--- src/sv/cdd_pkg.sv ---
`timescale 1ns / 1ps

package cdd_pkg;

  localparam int unsigned DayW   = 7;
  localparam int unsigned MonthW = 7;
  localparam int unsigned YearW  = 14;
  localparam int unsigned NumW   = 23;

  typedef logic [DayW-1:0]          day_t;
  typedef logic [MonthW-1:0]        month_t;
  typedef logic [YearW-1:0]         year_t;
  typedef logic [NumW-1:0]          day_num_t;
  typedef logic signed [NumW-1:0]   diff_t;

  localparam logic [8:0]  DaysPerYear   = 9'd365;
  localparam logic [4:0]  DaysLongMonth = 5'd31;
  localparam month_t      MonthFeb      = 7'd2;
  localparam month_t      MonthOverflow = 7'd13;

  // x / 25 for x < 4096: ceil(2^20 / 25), exact over that range
  localparam logic [15:0] Div25Recip = 16'd41944;
  // 25 * Inv25 == 1 mod 4096; x is a multiple of 25 iff x * Inv25 mod 4096 <= 4095 / 25
  localparam logic [11:0] Inv25      = 12'd3113;
  localparam logic [11:0] Mult25Lim  = 12'd163;

  function automatic logic [7:0] div25(input logic [11:0] x);
    logic [27:0] prod;
    prod = {16'b0, x} * {12'b0, Div25Recip};
    return prod[27:20];
  endfunction

  function automatic logic is_mult25(input logic [11:0] x);
    logic [23:0] prod;
    prod = {12'b0, x} * {12'b0, Inv25};
    return prod[11:0] <= Mult25Lim;
  endfunction

  // days before month (idx + 1) in a common year
  function automatic logic [8:0] cum_days(input logic [3:0] idx);
    logic [8:0] d;
    case (idx)
      4'd0:    d = 9'd0;
      4'd1:    d = 9'd31;
      4'd2:    d = 9'd59;
      4'd3:    d = 9'd90;
      4'd4:    d = 9'd120;
      4'd5:    d = 9'd151;
      4'd6:    d = 9'd181;
      4'd7:    d = 9'd212;
      4'd8:    d = 9'd243;
      4'd9:    d = 9'd273;
      4'd10:   d = 9'd304;
      4'd11:   d = 9'd334;
      4'd12:   d = 9'd365;
      default: d = 9'd0;
    endcase
    return d;
  endfunction

endpackage

--- src/sv/cdd_day_number.sv ---
`timescale 1ns / 1ps

module cdd_day_number (
  input  cdd_pkg::day_t     day_i,
  input  cdd_pkg::month_t   month_i,
  input  cdd_pkg::year_t    year_i,
  output cdd_pkg::day_num_t day_num_o
);
  import cdd_pkg::*;

  year_t      prev_year;
  logic [7:0] div100;
  logic [7:0] div400;
  logic [11:0] leaps;
  logic        is_leap;
  logic [6:0]  extra_months;
  logic [11:0] month_days;
  day_num_t    year_days;

  // leap years in 0 .. year-1; year 0 itself is leap
  assign prev_year = year_i - 14'd1;
  assign div100    = div25(prev_year[13:2]);
  assign div400    = div25({2'b0, prev_year[13:4]});

  always_comb begin
    if (year_i == '0) begin
      leaps = '0;
    end else begin
      leaps = prev_year[13:2] + 12'd1 - {4'b0, div100} + {4'b0, div400};
    end
  end

  // y % 4 == 0 and (y / 4 not a multiple of 25, or y % 16 == 0 and y / 16 a multiple of 25)
  assign is_leap = (year_i[1:0] == 2'b00) &&
                   (!is_mult25(year_i[13:2]) ||
                    ((year_i[3:0] == 4'b0000) && is_mult25({2'b0, year_i[13:4]})));

  assign extra_months = month_i - MonthOverflow;

  always_comb begin
    if (month_i == '0) begin
      month_days = '0;
    end else if (month_i <= MonthOverflow) begin
      month_days = {3'b0, cum_days(4'(month_i - 7'd1))};
    end else begin
      // past December every month counts 31 days
      month_days = {3'b0, DaysPerYear} + {5'b0, extra_months} * {7'b0, DaysLongMonth};
    end
  end

  assign year_days = {9'b0, year_i} * {14'b0, DaysPerYear};

  assign day_num_o = year_days + {11'b0, leaps} + {11'b0, month_days} +
                     {22'b0, (month_i > MonthFeb) && is_leap} + {16'b0, day_i};

endmodule

--- src/sv/calendar_day_difference_core.sv ---
`timescale 1ns / 1ps

// Signed day count between two proleptic Gregorian dates.
//
// Input channel (in_valid_i / in_ready_o): one request carries both dates as
// binary day, month and year fields. Output channel (out_valid_o / out_ready_i)
// returns one result per request: second day number minus first, 23-bit
// two's complement.
//
// Pipeline: input register -> two day-number units and a subtract -> result
// register. An accepted request waits in the input register, its difference
// in the result register. Throughput, one request per cycle while the receiver
// keeps up, is set by the single combinational day-number pass in between.
//
// Backpressure: each register advances when the one after it is empty or
// being drained. With the receiver stalled, the input register still takes
// one more request; in_ready_o drops only when both registers are full.
//
// Reset clears both valid flags; no request is in flight afterwards.

module calendar_day_difference_core (
  input  logic              clk_i,
  input  logic              rst_ni,
  input  logic              in_valid_i,
  output logic              in_ready_o,
  input  cdd_pkg::day_t     first_day_i,
  input  cdd_pkg::month_t   first_month_i,
  input  cdd_pkg::year_t    first_year_i,
  input  cdd_pkg::day_t     second_day_i,
  input  cdd_pkg::month_t   second_month_i,
  input  cdd_pkg::year_t    second_year_i,
  output logic              out_valid_o,
  input  logic              out_ready_i,
  output cdd_pkg::diff_t    day_difference_o
);
  import cdd_pkg::*;

  // input register
  logic   in_valid_q;
  day_t   first_day_q,   second_day_q;
  month_t first_month_q, second_month_q;
  year_t  first_year_q,  second_year_q;

  // result register
  logic  out_valid_q;
  diff_t diff_q, diff_d;

  logic     out_free;
  logic     in_free;
  logic     advance;
  day_num_t first_num;
  day_num_t second_num;

  assign out_free   = !out_valid_q || out_ready_i;
  assign advance    = in_valid_q && out_free;
  assign in_free    = !in_valid_q || out_free;
  assign in_ready_o = in_free;

  always_ff @(posedge clk_i or negedge rst_ni) begin
    if (!rst_ni) begin
      in_valid_q <= 1'b0;
    end else if (in_free) begin
      in_valid_q <= in_valid_i;
    end
  end

  // payload: no reset needed
  always_ff @(posedge clk_i) begin
    if (in_free && in_valid_i) begin
      first_day_q    <= first_day_i;
      first_month_q  <= first_month_i;
      first_year_q   <= first_year_i;
      second_day_q   <= second_day_i;
      second_month_q <= second_month_i;
      second_year_q  <= second_year_i;
    end
  end

  cdd_day_number u_first_num (
    .day_i     (first_day_q),
    .month_i   (first_month_q),
    .year_i    (first_year_q),
    .day_num_o (first_num)
  );

  cdd_day_number u_second_num (
    .day_i     (second_day_q),
    .month_i   (second_month_q),
    .year_i    (second_year_q),
    .day_num_o (second_num)
  );

  // day numbers stay below 2^23; the difference wraps to 23 bits, exact for spans under 2^22
  assign diff_d = $signed(second_num - first_num);

  always_ff @(posedge clk_i or negedge rst_ni) begin
    if (!rst_ni) begin
      out_valid_q <= 1'b0;
    end else if (out_free) begin
      out_valid_q <= in_valid_q;
    end
  end

  always_ff @(posedge clk_i) begin
    if (advance) begin
      diff_q <= diff_d;
    end
  end

  assign out_valid_o      = out_valid_q;
  assign day_difference_o = diff_q;

`ifndef SYNTHESIS
  // a full input register that cannot move on blocks new requests
  a_block_when_full: assert property (@(posedge clk_i) disable iff (!rst_ni)
    (in_valid_q && !out_free) |-> !in_ready_o)
    else $error("input taken while both stages are full");

  // an empty pipeline always takes a request
  a_ready_when_empty: assert property (@(posedge clk_i) disable iff (!rst_ni)
    (!in_valid_q && !out_valid_q) |-> in_ready_o)
    else $error("empty pipeline refused a request");

  // a request that moves on appears as a result with its own difference
  a_result_lands: assert property (@(posedge clk_i) disable iff (!rst_ni)
    advance |=> (out_valid_o && (day_difference_o == $past(diff_d))))
    else $error("result lost or corrupted on the way to the output");

  // an accepted request lands in the input register
  a_request_held: assert property (@(posedge clk_i) disable iff (!rst_ni)
    (in_valid_i && in_ready_o) |=> in_valid_q)
    else $error("accepted request dropped");
`endif

endmodule

--- config.mk ---
export PLATFORM = sky130hd
export DESIGN_NAME = calendar_day_difference_core
export DESIGN_NICKNAME = d
export VERILOG_FILES = /design/src/sv/cdd_pkg.sv /design/src/sv/cdd_day_number.sv /design/src/sv/calendar_day_difference_core.sv
export SDC_FILE = /design/constraint.sdc
export NUM_CORES = 1
export LEC_CHECK = 0
export BUFFER_PORTS_ARGS = -buffer_cell sky130_fd_sc_hd__buf_2
export CAP_MARGIN = 10
export CORE_ASPECT_RATIO = 1.25
export CORE_MARGIN = 4
export CORE_UTILIZATION = 35
export CTS_BUF_LIST = sky130_fd_sc_hd__clkbuf_8 sky130_fd_sc_hd__clkbuf_16
export CTS_CLUSTER_SIZE = 10
export DETAILED_ROUTE_END_ITERATION = 8
export PLACE_DENSITY_LB_ADDON = 0.3
export SYNTH_ARGS = -nofsm -noshare
export SYNTH_HDL_FRONTEND = slang
export SYNTH_SLANG_ARGS = --single-unit
export TNS_END_PERCENT = 50
--- constraint.sdc ---
create_clock -name clk_i -period 20.5 [get_ports clk_i]
set_input_delay 2.05 -clock clk_i [delete_from_list [all_inputs] [get_ports clk_i]]
set_output_delay 2.05 -clock clk_i [all_outputs]
set_load 0.05 [all_outputs]
# ---- After elaboration in Yosys (flattened, before gate mapping)
# Memories as Yosys holds them, arrays and structs flattened.
# Cells that the tools add are included.
dict set report classes {
  n_addsub 23
  mul 12
  div_mod_pow 0
  order_cmp 8
  n_eq_ne 0
  shifts 0
  mux 6
  bitwise_logic 0
  reduce_logical 24
}
# cell n
set op_table {}
lappend op_table {{$add 23x12->23} 4}
lappend op_table {{$mux 12} 6}
lappend op_table {{$mul 12x13->25 const B} 2}
lappend op_table {{$le 12x8->1 const B} 4}
lappend op_table {{$add 23x1->23} 2}
lappend op_table {{$add 23x7->23} 2}
lappend op_table {{$mul 10x13->23 const B} 2}
lappend op_table {{$mul 14x9->23 const B} 2}
lappend op_table {{$logic_not 14->1} 2}
lappend op_table {{$sub 14x1->14 const B} 2}
lappend op_table {{$add 12x1->12 const B} 2}
lappend op_table {{$add 12x6->12} 2}
lappend op_table {{$add 9x12->12 const A} 2}
lappend op_table {{$mul 10x12->12 const B} 2}
lappend op_table {{$mul 12x11->12 const B} 2}
lappend op_table {{$mul 7x5->12 const B} 2}
lappend op_table {{$sub 12x8->12} 2}
lappend op_table {{$sub 23x23->23} 1}
lappend op_table {{$gt 7x2->1 const B} 2}
lappend op_table {{$le 7x4->1 const B} 2}
lappend op_table {{$logic_not 7->1} 2}
lappend op_table {{$sub 7x4->7 const B} 2}
lappend op_table {{$logic_and 1x1->1} 8}
lappend op_table {{$logic_not 4->1} 2}
lappend op_table {{4 further kinds} 12}
dict set report totals {
  regBits 81
  latch_bits 0
  ram_bits 0
  romBits 288
  inputBits 60
  out_inout_bits 25
  word_cells 84
  memories 2
}
# memory depth width rd rd_clocked_by_memory_dff write_ports line
set memory_table {}
lappend memory_table {{(name not given)} 16 9 1 0 0 cdd_pkg.sv:42} ;# case (idx)
lappend memory_table {{(name not given)} 16 9 1 0 0 cdd_pkg.sv:42}

# ---- Logic depth before layout (Yosys ltp)
dict set report depth {
  depth_word 10
  ltp_mapped 55
  ltp_nobuf 54
}

# ---- Hierarchy
# Synthesis repeated with hierarchy kept, for this count alone.
dict set report hier_totals {
  hier_cells 2751
  hier_area_um2 25231.7
}
# mod instances cells_each area_each_um2 seq_area_each_um2
set modules_own_cells {}
lappend modules_own_cells {{cdd_day_number (u_first_num)} 1 1251 10770.3 0.0}
lappend modules_own_cells {{cdd_day_number (u_second_num)} 1 1228 10705.3 0.0}
lappend modules_own_cells {calendar_day_difference_core 1 272 3756.1 2422.3}

# ---- Least setup slack after synthesis
# OpenSTA, ideal clock, no wires.
dict set report synth_path {
  path_type {register to register}
  from {register second_year_q[2]}
  to {register diff_q[21] (netlist: day_difference_o[21]), data pin}
  setup_time_ns 0.258
  arrival_ns 13.493
  required_ns 20.242
  setup_slack_ns 6.750
  stages_incl_launch_ff 53
  n_path_buf 0
  period_less_slack_ns 13.750
  path_cell_list {edfxtp_1 > inv_1 > ha_1 > a21boi_2 > nand4_1 > nor2_1 > nand2_1 > xnor2_1 > inv_1 > fa_1 > inv_1 > fa_1 > inv_1 > fa_1 > fa_1 > inv_1 > fa_1 > inv_1 > [... 17 more ...] > nor2_1 > fa_1 > fa_1 > fa_1 > inv_1 > fa_1 > fa_1 > fa_1 > fa_1 > inv_1 > ha_1 > a21o_1 > a2111oi_2 > o21ai_1 > a311o_1 > a221o_1 > a21oi_2 > xnor2_1}
}
dict set report synth_via {
  elab_chain_cells 10
  elab_cells_between_ends 22
  classes_between {add/sub (9); mul (4); order compare (1); mux (1); reduce/logical (7)}
}
# element line
set synth_rtl {}
lappend synth_rtl {{from (decl)} calendar_day_difference_core.sv:42} ;# year_t first_year_q, second_year_q;
lappend synth_rtl {{from (signal assigned)} calendar_day_difference_core.sv:75} ;# second_year_q <= second_year_i;
lappend synth_rtl {{$sub 14x1->14} cdd_day_number.sv:21} ;# assign prev_year = year_i - 14'd1;
lappend synth_rtl {{$mul 12x13->25 or $add 12x1->12 (tied branches)} {cdd_pkg.sv:29, cdd_day_number.sv:29}}
lappend synth_rtl {{$sub 12x8->12} cdd_day_number.sv:29} ;# leaps = prev_year[13:2] + 12'd1 - {4'b0, div100} + {4'b0, div400};
lappend synth_rtl {{$add 12x6->12} cdd_day_number.sv:29}
lappend synth_rtl {{$mux 12} cdd_day_number.sv:26} ;# if (year_i == '0) begin
lappend synth_rtl {{$add 23x12->23 (2 in a row)} cdd_day_number.sv:53} ;# assign day_num_o = year_days + {11'b0, leaps} + {11'b0, month_days} +
lappend synth_rtl {{$add 23x1->23 (*)} cdd_day_number.sv:53}
lappend synth_rtl {{$add 23x7->23 (*)} cdd_day_number.sv:54} ;# {22'b0, (month_i > MonthFeb) && is_leap} + {16'b0, day_i};
lappend synth_rtl {{$sub 23x23->23 (*)} calendar_day_difference_core.sv:94} ;# assign diff_d = $signed(second_num - first_num);
lappend synth_rtl {{via diff_d[21]} calendar_day_difference_core.sv:46} ;# diff_t diff_q, diff_d;
lappend synth_rtl {{to (signal assigned)} calendar_day_difference_core.sv:106} ;# diff_q <= diff_d;
lappend synth_rtl {{to (decl)} calendar_day_difference_core.sv:46}
# Mark *: on every way through the listed nets, which the timed path passes. The rest lies on a longest branch.
# A chain may end at the register's enable or synchronous reset.

# ---- Worst setup path in the final report
dict set report layout_path {
  from {register second_year_q[8]}
  to {register diff_q[21] (netlist: day_difference_o[21]), data pin}
}
# The elaborated chain is that of the path after synthesis.

==> impl_metrics.env <==
export IMPL_status="complete, no violations"
export IMPL_placed_area_mm2=0.02649
export IMPL_drc=0
export IMPL_post_cts_setup_buffers=0
export IMPL_reg2regPathDepth=50
export IMPL_final_common_cell="inv_1"
export IMPL_cp_num_buf_inv=9
export IMPL_synth_top_family_by_area="adder cells"
export IMPL_grt_ovfl_total=0
export IMPL_synth_mux_area_share_pct=0.1613
export IMPL_dr_first_iter_drc_count=631
export IMPL_avgRoutedWirePerCell_um=16.96
export IMPL_dieArea_mm2=0.07525
export IMPL_io_buffers=84
export IMPL_synthAdderAreaFrac_pct=58.71
export IMPL_finClkSkew_ns=0.01088
export IMPL_cpMaxStageDelayCell="edfxtp_1"
export IMPL_crit_arrival_ns=15.33
export IMPL_holdCritStartpoint="in_valid_q"
export IMPL_grt_pass1_wl_mm=99.53
export IMPL_start_kind="flip-flop"
export IMPL_num_io_pins=85
export IMPL_cts_inserted_buffers=9
export IMPL_wl_mm=60.49
export IMPL_min_path_cells=1
export IMPL_synthFlopType="edfxtp_1"
export IMPL_die_width_um=246.2
export IMPL_reg2reg_slack_ns=5.30
export IMPL_fin_crit_ns=15.20
export IMPL_slew_viol_final=0
export IMPL_grt_pass1_vias=18641
export IMPL_crit_top_cell="fa_1"
export IMPL_crit_path_end_kind="flip-flop"
export IMPL_placementRows=108
export IMPL_synth_nets=3538
export IMPL_required_ns=20.63
export IMPL_critPathTopFamily="adder cells"
export IMPL_fin_nets=3633
export IMPL_yosysWarningCount=0
export IMPL_first_pass_iters=5
export IMPL_hold_class="flip-flop to flip-flop"
export IMPL_synthSimpleGateAreaFrac_pct=5.793
export IMPL_critPathKind="flip-flop to flip-flop"
export IMPL_clk_latency_ns=0.38
export IMPL_fp_dieH_um=305.7
export IMPL_finalSetupTns_ns=0
export IMPL_slew_headroom_pct=36.93
export IMPL_cts_tree="yes"
export IMPL_ctsResizeCount=0
export IMPL_antenna_found_initial=0
export IMPL_setup_viol=0
export IMPL_synth_seq_cells=81
export IMPL_diodes=0
export IMPL_syn_area_mm2=0.02482
export IMPL_async_reset_ff_share_pct=2.469
export IMPL_tightest_slew_ns=0.9393
export IMPL_core_mm2=0.06986
export IMPL_postRouteAntennaNets=0
export IMPL_htreeDepth=3
export IMPL_clockBufferDepth=2
export IMPL_hold_viol_final=0
export IMPL_dpl_hpwl_mm=54.00
export IMPL_cap_viol_max_count=0
export IMPL_clkTransAtPathRegs_ns=0.07
export IMPL_hold_buffers=0
export IMPL_rr_startpoint="second_year_q[8]"
export IMPL_synth_xor_area_share_pct=5.793
export IMPL_synth_compound_area_share_pct=9.605
export IMPL_via_per_inst=4.787
export IMPL_utilization_pct=38.39
export IMPL_worstHoldEndpoint="out_valid_o"
export IMPL_grt_setup_unrepaired="no"
export IMPL_clock_sinks=81
export IMPL_drive_above_1_share_pct=5.433
export IMPL_regToRegEndpoint="day_difference_o[21]"
export IMPL_ys_seq_area_share_pct=9.761
export IMPL_vias=17077
export IMPL_mostFrequentLayoutCells="inv_1 (649), ha_1 (582), fa_1 (364)"
export IMPL_max_stage_delay_ns=0.75
export IMPL_syn2layout_area_growth_pct=8.072
export IMPL_critPathMaxFanout=10
export IMPL_final_area_mm2=0.02682
export IMPL_grt_usage_pct=16.78
export IMPL_gp_congestion=0.8981
export IMPL_clock_tree_root_cell="clkbuf_16"
export IMPL_clock_fmax_ghz=0.06580
export IMPL_syn_inst=2532
export IMPL_synth_edff_count=79
export IMPL_syn_avg_cell_area_um2=9.801
export IMPL_synth_distinct_cells=67
export IMPL_fin_crit_sh_pct=74.13
export IMPL_grt_max_degree=57
export IMPL_initial_core_util_pct=35.52
-- cell type report --
cell class / instances / area (µm²)
clock buffers: 9 / 225.2
clock inverters: 7 / 105.1
fillers: 7036 / 43040
inverters: 653 / 2451
multi-input cells: 1779 / 19880
flip-flops and latches: 81 / 2422
well taps: 935 / 1170
repair buffers: 103 / 563.0
-- cells by family after synthesis --
logic type / after synthesis
buffers and inverters: 672
adder cells (fa/ha/maj): 946
multiplexers: 4
flip-flops: 81
XOR/XNOR: 162
AO/OA/AOI/OAI: 372
AND/OR/NAND/NOR: 295
-- worst reg2reg max path, delay by kind of cell, from the launching register on --
family	cells	cell delay, ns
and+or+nand+nor	6	0.83
adders and majority gates	17	8.05
AOI/OAI and AO/OA	14	3.50
buffers and inverters	9	0.97
xor gates and xnor gates	4	0.88
DFF	1	0.75
-- stage by stage --
stage	hold WS, ns	setup WS (ns)	std cells
6_report	0.4895	5.304	3567
5_1_grt	0.5410	4.417	3567
4_1_cts	0.4999	5.305	3567
3_5_place_dp	0.4830	5.409	3551
3_3_place_gp	0.4818	5.581	3551
2_1_floorplan	0.4490	6.750	2532
-- worst max path at each step --
stage / startpoint / endpoint / cells after the start
after floorplan: second_year_q[2] / day_difference_o[21] / 52
after CTS: second_year_q[8] / day_difference_o[21] / 50
after global routing: second_year_q[8] / day_difference_o[21] / 52
after detailed placement: second_year_q[8] / day_difference_o[21] / 50
final: second_year_q[8] / day_difference_o[21] / 50
after global placement: second_year_q[8] / day_difference_o[21] / 50
-- synthesized netlist by cell type, drive strengths merged, types with 3 or more instances --
master | instances | share of area (%)
inv | 653 | 9.9
ha | 582 | 29
fa | 364 | 29
xnor2 | 121 | 4.3
a21oi | 103 | 2.1
nor2 | 92 | 1.4
o21ai | 91 | 1.8
edfxtp | 79 | 9.6
nand2 | 66 | 1.0
xor2 | 41 | 1.4
a21o | 37 | 1.1
nand2b | 19 | 0.48
nand4 | 17 | 0.43
nor3 | 17 | 0.34
o21a | 17 | 0.54
clkbuf | 16 | 0.24
nand3 | 16 | 0.32
nor2b | 16 | 0.40
a21boi | 14 | 0.44
o21bai | 14 | 0.42
a211oi | 12 | 0.36
o211ai | 12 | 0.36
o31ai | 12 | 0.36
a31oi | 11 | 0.28
nand3b | 10 | 0.30
nor4 | 10 | 0.25
o2111ai | 9 | 0.32
a2111oi | 8 | 0.31
and3 | 7 | 0.18
or2 | 7 | 0.18
or3 | 7 | 0.18
a31o | 5 | 0.18
and2 | 4 | 0.10
and4 | 4 | 0.14
mux2i | 4 | 0.16
a41oi | 3 | 0.11
buf | 3 | 0.060
o211a | 3 | 0.12
o22ai | 3 | 0.076
-- per-layer routing --
metal	vias up	routed length [µm]	global-route usage (%)
met4	0	1935	5.319
met5	-	0	0
met2	250	31930	31.64
met1	8357	25060	20.09
met3	85	1563	1.341
li1	8385	-	-
-- sequential cells by signal (all words and copies together) (netlist names) --
| signal | flops |
|---|---|
| first_day_q | 7 |
| second_month_q | 7 |
| in_valid_q | 1 |
| first_month_q | 7 |
| day_difference_o | 23 |
| out_valid_o | 1 |
| second_year_q | 14 |
| first_year_q | 14 |
| second_day_q | 7 |
Power is left out: the tool's default activity adds up to more than one toggle a clock period on the data nets, which glitch-free logic cannot reach.
